[src/hw/rtl/u8hex_pkg.sv]
// Shared types, character codes and helper functions for the UTF-8 validator with hex escaping.
package u8hex_pkg;

    localparam logic [7:0] BACKSLASH  = 8'h5C;
    localparam logic [7:0] LETTER_X   = 8'h78;
    localparam logic [7:0] FIRST_TEXT = 8'h20;
    localparam logic [7:0] LEAD_C0    = 8'hC0;

    // One item's worth of output work: some held bytes, then possibly the current byte.
    typedef struct packed {
        logic [2:0][7:0] held;
        logic [1:0]      n_held;
        logic            held_esc;
        logic            has_cur;
        logic [7:0]      cur;
        logic            cur_esc;
        logic            text_end;
    } run_t;

    function automatic logic [7:0] hex_digit(input logic [3:0] v);
        return (v < 4'd10) ? (8'h30 + {4'h0, v}) : (8'h37 + {4'h0, v});
    endfunction

    function automatic logic [2:0] lead_length(input logic [7:0] b);
        logic [2:0] len;
        len = 3'd0;
        if (b[7:5] == 3'b110)
        begin
            len = 3'd2;
        end
        else if (b[7:4] == 4'b1110)
        begin
            len = 3'd3;
        end
        else if (b[7:3] == 5'b11110)
        begin
            len = 3'd4;
        end
        return len;
    endfunction

    // Code points that are refused whatever the encoding length.
    function automatic logic bad_point(input logic [20:0] u);
        return (u == 21'h00FFFE) || (u == 21'h00FFFF)
            || (u >= 21'h00D800 && u <= 21'h00DFFF)
            || (u > 21'h013FFF && u < 21'h016000)
            || (u > 21'h016FFF && u < 21'h01B000)
            || (u > 21'h01BFFF && u < 21'h01D000)
            || (u > 21'h02BFFF && u < 21'h02F000)
            || (u >= 21'h030000 && u < 21'h0DFFFF)
            || (u > 21'h10FFFF);
    endfunction

endpackage

[src/hw/rtl/u8hex_emit.sv]
// Result register and serialiser that turns one run into output bytes and escape characters.
module u8hex_emit
(
    input  logic              clk,
    input  logic              rst_n,
    input  logic              load,
    input  u8hex_pkg::run_t   run_in,
    input  logic              res_stall,
    output logic              run_free,
    output logic              res_valid,
    output logic [7:0]        out_byte,
    output logic              run_last,
    output logic              text_last
);

    u8hex_pkg::run_t run_reg;
    logic            valid_reg;
    logic [1:0]      unit_reg;
    logic [1:0]      char_reg;

    logic [2:0] units_total;
    logic       cur_is_held;
    logic [7:0] byte_sel;
    logic       esc_sel;
    logic       unit_end;
    logic       last_unit;
    logic       step;
    logic       finishing;

    always_comb
    begin
        units_total = {1'b0, run_reg.n_held} + {2'b00, run_reg.has_cur};
        cur_is_held = unit_reg < run_reg.n_held;
        byte_sel    = run_reg.cur;
        if (cur_is_held)
        begin
            unique case (unit_reg)
                2'd0:    byte_sel = run_reg.held[0];
                2'd1:    byte_sel = run_reg.held[1];
                default: byte_sel = run_reg.held[2];
            endcase
        end
        esc_sel   = cur_is_held ? run_reg.held_esc : run_reg.cur_esc;
        unit_end  = !esc_sel || (char_reg == 2'd3);
        last_unit = ({1'b0, unit_reg} == (units_total - 3'd1));

        out_byte = byte_sel;
        if (esc_sel)
        begin
            unique case (char_reg)
                2'd0:    out_byte = u8hex_pkg::BACKSLASH;
                2'd1:    out_byte = u8hex_pkg::LETTER_X;
                2'd2:    out_byte = u8hex_pkg::hex_digit(byte_sel[7:4]);
                default: out_byte = u8hex_pkg::hex_digit(byte_sel[3:0]);
            endcase
        end

        run_last  = unit_end && last_unit;
        text_last = run_last && run_reg.text_end;
        res_valid = valid_reg;
        step      = valid_reg && !res_stall;
        finishing = step && run_last;
        run_free  = !valid_reg || finishing;
    end

    always_ff @(posedge clk or negedge rst_n)
    begin
        if (!rst_n)
        begin
            valid_reg <= 1'b0;
            unit_reg  <= 2'd0;
            char_reg  <= 2'd0;
        end
        else if (load)
        begin
            valid_reg <= 1'b1;
            unit_reg  <= 2'd0;
            char_reg  <= 2'd0;
        end
        else if (finishing)
        begin
            valid_reg <= 1'b0;
        end
        else if (step)
        begin
            if (unit_end)
            begin
                unit_reg <= unit_reg + 2'd1;
                char_reg <= 2'd0;
            end
            else
            begin
                char_reg <= char_reg + 2'd1;
            end
        end
    end

    always_ff @(posedge clk)
    begin
        if (load)
        begin
            run_reg <= run_in;
        end
    end

endmodule

[src/hw/rtl/utf8_validate_hex_escape_top.sv]
// UTF-8 validator top: passes good sequences, hex-escapes the rest, controls and backslash.
// Input bytes are taken one per cycle into an input register, unless it is still full and the
// result register is busy. From the bytes held so far it is decided what that byte releases,
// which is loaded into the result register; that register is freed in the same cycle as its
// last output byte is taken. On the result side each passed byte gives one output byte and
// each escaped byte four (backslash, x, two hex digits); one item releases up to four bytes.
// A byte that is only held releases nothing to the output.
module utf8_validate_hex_escape_top
(
    input  logic       clk,
    input  logic       rst_n,
    input  logic       in_valid,
    output logic       in_stall,
    input  logic [7:0] data_byte,
    input  logic       end_of_text,
    output logic       res_valid,
    input  logic       res_stall,
    output logic [7:0] out_byte,
    output logic       run_last,
    output logic       text_last
);

    logic       a_valid_reg;
    logic [7:0] a_byte_reg;
    logic       a_end_reg;

    logic [2:0][7:0] held_reg;
    logic [1:0]      hcount_reg;
    logic [1:0]      hcount_next;
    logic [2:0]      slen_reg;
    logic [2:0]      slen_next;

    logic            run_free;
    logic            a_take;
    logic            load;
    logic            hold_write;
    logic [1:0]      hold_index;
    u8hex_pkg::run_t run;

    logic       fresh_path;
    logic       is_cont;
    logic [2:0] lead;
    logic       tf_hold;
    logic       tf_esc;
    logic [20:0] code_point;
    logic       bad;

    assign a_take   = a_valid_reg && run_free;
    assign in_stall = a_valid_reg && !a_take;
    assign load     = a_take && ((run.n_held != 2'd0) || run.has_cur);

    always_comb
    begin
        fresh_path = (hcount_reg == 2'd0) || (slen_reg < 3'd2) || (slen_reg > 3'd4);
        is_cont    = (a_byte_reg[7:6] == 2'b10);
        lead       = u8hex_pkg::lead_length(a_byte_reg);
        tf_hold    = a_byte_reg[7] && (lead != 3'd0) && !a_end_reg;
        tf_esc     = a_byte_reg[7] || (a_byte_reg < u8hex_pkg::FIRST_TEXT)
                     || (a_byte_reg == u8hex_pkg::BACKSLASH);

        unique case (slen_reg)
            3'd2:
            begin
                code_point = {10'd0, held_reg[0][4:0], a_byte_reg[5:0]};
                bad = (held_reg[0] == u8hex_pkg::LEAD_C0) || (code_point <= 21'h00007F);
            end
            3'd3:
            begin
                code_point = {5'd0, held_reg[0][3:0], held_reg[1][5:0], a_byte_reg[5:0]};
                bad = (code_point <= 21'h0007FF);
            end
            default:
            begin
                code_point = {held_reg[0][2:0], held_reg[1][5:0], held_reg[2][5:0],
                              a_byte_reg[5:0]};
                bad = (code_point < 21'h010000);
            end
        endcase
        bad = bad || u8hex_pkg::bad_point(code_point);
    end

    always_comb
    begin
        run.held     = held_reg;
        run.n_held   = 2'd0;
        run.held_esc = 1'b1;
        run.has_cur  = 1'b0;
        run.cur      = a_byte_reg;
        run.cur_esc  = tf_esc;
        run.text_end = a_end_reg;
        hcount_next  = hcount_reg;
        slen_next    = slen_reg;
        hold_write   = 1'b0;
        hold_index   = 2'd0;

        priority if (fresh_path || !is_cont)
        begin
            // A broken sequence releases its held bytes before the new byte starts afresh.
            run.n_held  = fresh_path ? 2'd0 : hcount_reg;
            run.has_cur = !tf_hold;
            if (tf_hold)
            begin
                hold_write  = 1'b1;
                hold_index  = 2'd0;
                hcount_next = 2'd1;
                slen_next   = lead;
            end
            else
            begin
                hcount_next = 2'd0;
                slen_next   = 3'd0;
            end
        end
        else if (({1'b0, hcount_reg} + 3'd1) >= slen_reg)
        begin
            run.n_held   = 2'(slen_reg - 3'd1);
            run.held_esc = bad;
            run.has_cur  = 1'b1;
            run.cur_esc  = bad;
            hcount_next  = 2'd0;
            slen_next    = 3'd0;
        end
        else if (a_end_reg)
        begin
            run.n_held  = hcount_reg;
            run.has_cur = 1'b1;
            run.cur_esc = 1'b1;
            hcount_next = 2'd0;
            slen_next   = 3'd0;
        end
        else
        begin
            hold_write  = 1'b1;
            hold_index  = hcount_reg;
            hcount_next = hcount_reg + 2'd1;
        end
    end

    always_ff @(posedge clk or negedge rst_n)
    begin
        if (!rst_n)
        begin
            a_valid_reg <= 1'b0;
            hcount_reg  <= 2'd0;
            slen_reg    <= 3'd0;
        end
        else
        begin
            if (in_valid && !in_stall)
            begin
                a_valid_reg <= 1'b1;
            end
            else if (a_take)
            begin
                a_valid_reg <= 1'b0;
            end
            if (a_take)
            begin
                hcount_reg <= hcount_next;
                slen_reg   <= slen_next;
            end
        end
    end

    always_ff @(posedge clk)
    begin
        if (in_valid && !in_stall)
        begin
            a_byte_reg <= data_byte;
            a_end_reg  <= end_of_text;
        end
        if (a_take && hold_write)
        begin
            unique case (hold_index)
                2'd0:    held_reg[0] <= a_byte_reg;
                2'd1:    held_reg[1] <= a_byte_reg;
                default: held_reg[2] <= a_byte_reg;
            endcase
        end
    end

    u8hex_emit u_emit
    (
        .clk       (clk),
        .rst_n     (rst_n),
        .load      (load),
        .run_in    (run),
        .res_stall (res_stall),
        .run_free  (run_free),
        .res_valid (res_valid),
        .out_byte  (out_byte),
        .run_last  (run_last),
        .text_last (text_last)
    );

endmodule

[config.mk]
export PLATFORM = sky130hd
export DESIGN_NAME = utf8_validate_hex_escape_top
export DESIGN_NICKNAME = d
export VERILOG_FILES = /design/src/hw/rtl/u8hex_pkg.sv /design/src/hw/rtl/u8hex_emit.sv /design/src/hw/rtl/utf8_validate_hex_escape_top.sv
export SDC_FILE = /design/constraint.sdc
export NUM_CORES = 1
export LEC_CHECK = 0
export ABC_CLOCK_PERIOD_IN_PS = 9850
export BUFFER_PORTS_ARGS = -buffer_cell sky130_fd_sc_hd__buf_2
export CORE_MARGIN = 10
export CORE_UTILIZATION = 45
export DETAILED_ROUTE_END_ITERATION = 10
export GPL_ROUTABILITY_DRIVEN = 0
export GPL_TIMING_DRIVEN = 0
export PLACE_DENSITY = 0.68
export REMOVE_ABC_BUFFERS = 1
export SETUP_SLACK_MARGIN = 0.15
export SKIP_CTS_REPAIR_TIMING = 1
export SLEW_MARGIN = 20
export SYNTH_ARGS = -nofsm -noshare
export SYNTH_HDL_FRONTEND = slang
export SYNTH_SLANG_ARGS = --single-unit
[constraint.sdc]
create_clock -name clk -period 9.85 [get_ports clk]
set_clock_uncertainty 0.15 [all_clocks]
set_input_delay 1.4775 -clock clk [delete_from_list [all_inputs] [get_ports clk]]
set_output_delay 1.4775 -clock clk [all_outputs]
set_load 0.02 [all_outputs]
==> impl_metrics.json <==
{
  "syn_area_um2": 4180,
  "grt_pass1_vias": 2936,
  "fin_ws_ns": 4.77,
  "n_fill_cell": 797,
  "numClockSinks": 82,
  "drt-initial-drc-count": 259,
  "ios": 25,
  "grt_overflow": 0,
  "crit_required_ns": 8.22,
  "die_area_um2": 13500,
  "routed_wl_mm": 8.75,
  "rsz0062_at_grt": "no",
  "place_ws_ns": 5.17,
  "area_growth_pct": 10.9,
  "ant_nets": 0,
  "start_kind": "register",
  "fp.dieW_um": 116,
  "insertion_delay_ns": 0.34,
  "ys_top_cells_by_area": "edfxtp_1 (51%), dfrtp_1 (6.6%), ha_1 (5.4%)",
  "syn_area_per_cell_um2": 11.8,
  "arrival_ns": 3.45,
  "final_cells": 499,
  "slew_headroom_pct": 33.2,
  "critPathSlowestCell": "mux2i_1",
  "cts_tree": "done",
  "yosysWarnings": 0,
  "p_leak_uw": 0.00175,
  "drt_pass1_iterations": 6,
  "synthArstFlopShare_pct": 13.4,
  "vias": 2923,
  "synthMuxAreaShare_pct": 4.01,
  "nNetsFinal": 414,
  "yosys.area.top_type_share_pct": 51.0,
  "setup_violations": 0,
  "max_stage_delay_ns": 0.51,
  "antenna_found_initial": 0,
  "fin_setup_tns_ns": 0,
  "root_buffer": "clkbuf_8",
  "multiInputGateArea_um2": 1670,
  "initial_core_util_pct": 45.7,
  "synth_cells": 353,
  "regArea_um2": 2410,
  "max-vdd-ir-drop_uv": 146,
  "path_class": "register to primary output",
  "max_cap_violations": 0,
  "synthFlopType": "edfxtp_1",
  "synth-xor-area-share_pct": 1.05,
  "dp_hpwl_mm": 6.57,
  "cts_buffer_depth": 2,
  "yosys.area_share.simple_pct": 14.9,
  "layout-drive-gt1-share_pct": 14.2,
  "grt_pass1_wl_mm": 14.8,
  "synth_compound_area_share_pct": 14.2,
  "grt_max_degree": 26,
  "viasPerCell": 5.86,
  "grt_usage_pct": 14.0,
  "synth_enable_flop_cells": 71,
  "min_period_ns": 5.08,
  "worstPathCellList": "inv_1 -> ha_1 -> nor2_1 -> a21o_1 -> mux2i_1 -> ha_1 -> o21ai_0 -> and3_1 -> o41ai_1 -> o21ai_0 -> buf_2",
  "final-max-slew-violation-count": 0,
  "synth-seq-cells": 82,
  "setup.worst_path.end_class": "primary output",
  "diodes": 0,
  "htreeDepth": 3,
  "cts_buffers": 9,
  "placementRows": 35,
  "wire_per_inst_um": 17.5,
  "hold_class": "register to register",
  "cp_max_fo": 10,
  "synthAdderAreaFrac_pct": 5.39,
  "synth_top_family_by_area": "simple AND/OR/NAND/NOR gates",
  "power_uw": 1360,
  "worst_slew_pin_slew_ns": 1.00,
  "drc": 0,
  "design_area_um2": 4640,
  "ys_types": 56,
  "status": "completed",
  "clk_pin_slew_ns": 0.08,
  "seq_area_frac_synth_pct": 57.6,
  "finalHoldViolCount": 0,
  "chipHeight_um": 116,
  "port_buffers": 24,
  "core_area_um2": 9150,
  "place_area_um2": 4460,
  "power_per_cell_area_nw_per_um2": 294,
  "timing.fmax_ghz": 0.197,
  "place.detailed.instances": 483,
  "largest_reg_flops": 38,
  "yosys.area.top_type": "edfxtp_1",
  "period_share_pct": 51.5
}
[path summary, 6_finish.rpt]
check,cells after the start,slack (ns),endpoint,start
setup / recovery,11,4.77,out_byte[6],u_emit.unit_reg[0]
setup reg to reg,9,6.32,u_emit.run_reg[26],hcount_reg[0]
max in group asynchronous,1,8.47,u_emit.res_valid,rst_n
hold / removal,0,0.27,u_emit.run_reg[21],held_reg[7]
hold reg to reg,0,0.27,u_emit.run_reg[21],held_reg[7]
min in group asynchronous,1,0.86,slen_reg[2],rst_n
[where the power goes]
group	leakage (µW)	switching, µW	internal [µW]
registers	0.000785	53.8	467
clock network	0.0000932	109	104
logic	0.000872	393	234
[layout make-up]
type | count | area share, %
clock buffers | 13 | 3.43
clock inverters | 3 | 0.324
inverters | 25 | 2.02
multi-input cells | 239 | 36.0
flip-flops and latches | 82 | 51.9
well taps | 111 | 3.00
repair buffers | 26 | 3.29
[routing by layer]
layer | up-vias | global-route usage (%) | part of all wire [%] | wire length [µm]
met5 | - | 0 | 0 | 0
met4 | 0 | 5.09 | 1.4 | 120
met3 | 11 | 3.24 | 6.2 | 542
met2 | 102 | 22.4 | 47 | 4090
met1 | 1401 | 18.1 | 46 | 4000
li1 | 1409 | - | - | -
[critical path, delay by kind of cell, from the launching register on]
family          cells  cell delay, ns
flops               1            0.43
compound gates      4            0.70
mux                 1            0.51
fa+ha+maj           2            0.72
buf+inv             2            0.30
simple gates        2            0.45
[cells by family after synthesis]
kind of cell	after synthesis
AND/OR/NAND/NOR	112
AO/OA/AOI/OAI	88
XOR/XNOR	5
adder cells (fa/ha/maj)	18
buffers and inverters	32
flip-flops	82
multiplexers	16
[per-stage QoR]
stage          utilization (%)  hold WS (ns)
6_report                  50.6         0.270
5_1_grt                   50.6         0.266
4_1_cts                   50.6         0.271
3_5_place_dp              48.7         0.255
3_3_place_gp              48.2         0.253
2_1_floorplan                -         0.250
[cells in the final DEF (no fill, tap or decap), types with 2 or more instances in the layout]
master | synthesis | routed
a22o_1 | 6 | 6
nand2_1 | 21 | 21
clkinv_2 | 0 | 3
nand4_1 | 4 | 4
nand3_1 | 14 | 14
ha_1 | 18 | 18
a22oi_1 | 3 | 3
edfxtp_1 | 71 | 71
o211ai_1 | 2 | 2
dfrtp_1 | 11 | 11
buf_2 | 2 | 25
nand2b_1 | 4 | 4
a21boi_0 | 2 | 2
nor3_1 | 6 | 5
nand3b_1 | 3 | 3
o21bai_1 | 2 | 2
nand4b_1 | 3 | 3
xnor2_1 | 5 | 5
a211oi_1 | 5 | 5
mux2i_1 | 10 | 10
or4_1 | 3 | 3
o21ai_0 | 16 | 16
mux2_2 | 6 | 6
a21o_1 | 11 | 11
nor2_1 | 21 | 21
nor4_1 | 7 | 6
clkbuf_8 | 0 | 11
nor2b_1 | 4 | 4
and3_1 | 3 | 3
a311oi_1 | 3 | 3
and4b_1 | 5 | 5
and2_1 | 3 | 3
o31ai_1 | 2 | 2
inv_1 | 25 | 25
a21oi_1 | 23 | 23
or3_1 | 3 | 3
clkbuf_1 | 5 | 2
[synthesized netlist by cell type, types with 4 or more instances]
cell type / number
edfxtp_1: 71
inv_1: 25
a21oi_1: 23
nand2_1: 21
nor2_1: 21
ha_1: 18
o21ai_0: 16
nand3_1: 14
a21o_1: 11
dfrtp_1: 11
mux2i_1: 10
nor4_1: 7
a22o_1: 6
mux2_2: 6
nor3_1: 6
a211oi_1: 5
and4b_1: 5
clkbuf_1: 5
xnor2_1: 5
nand2b_1: 4
nand4_1: 4
nor2b_1: 4
(Power assumes the default switching activity.)
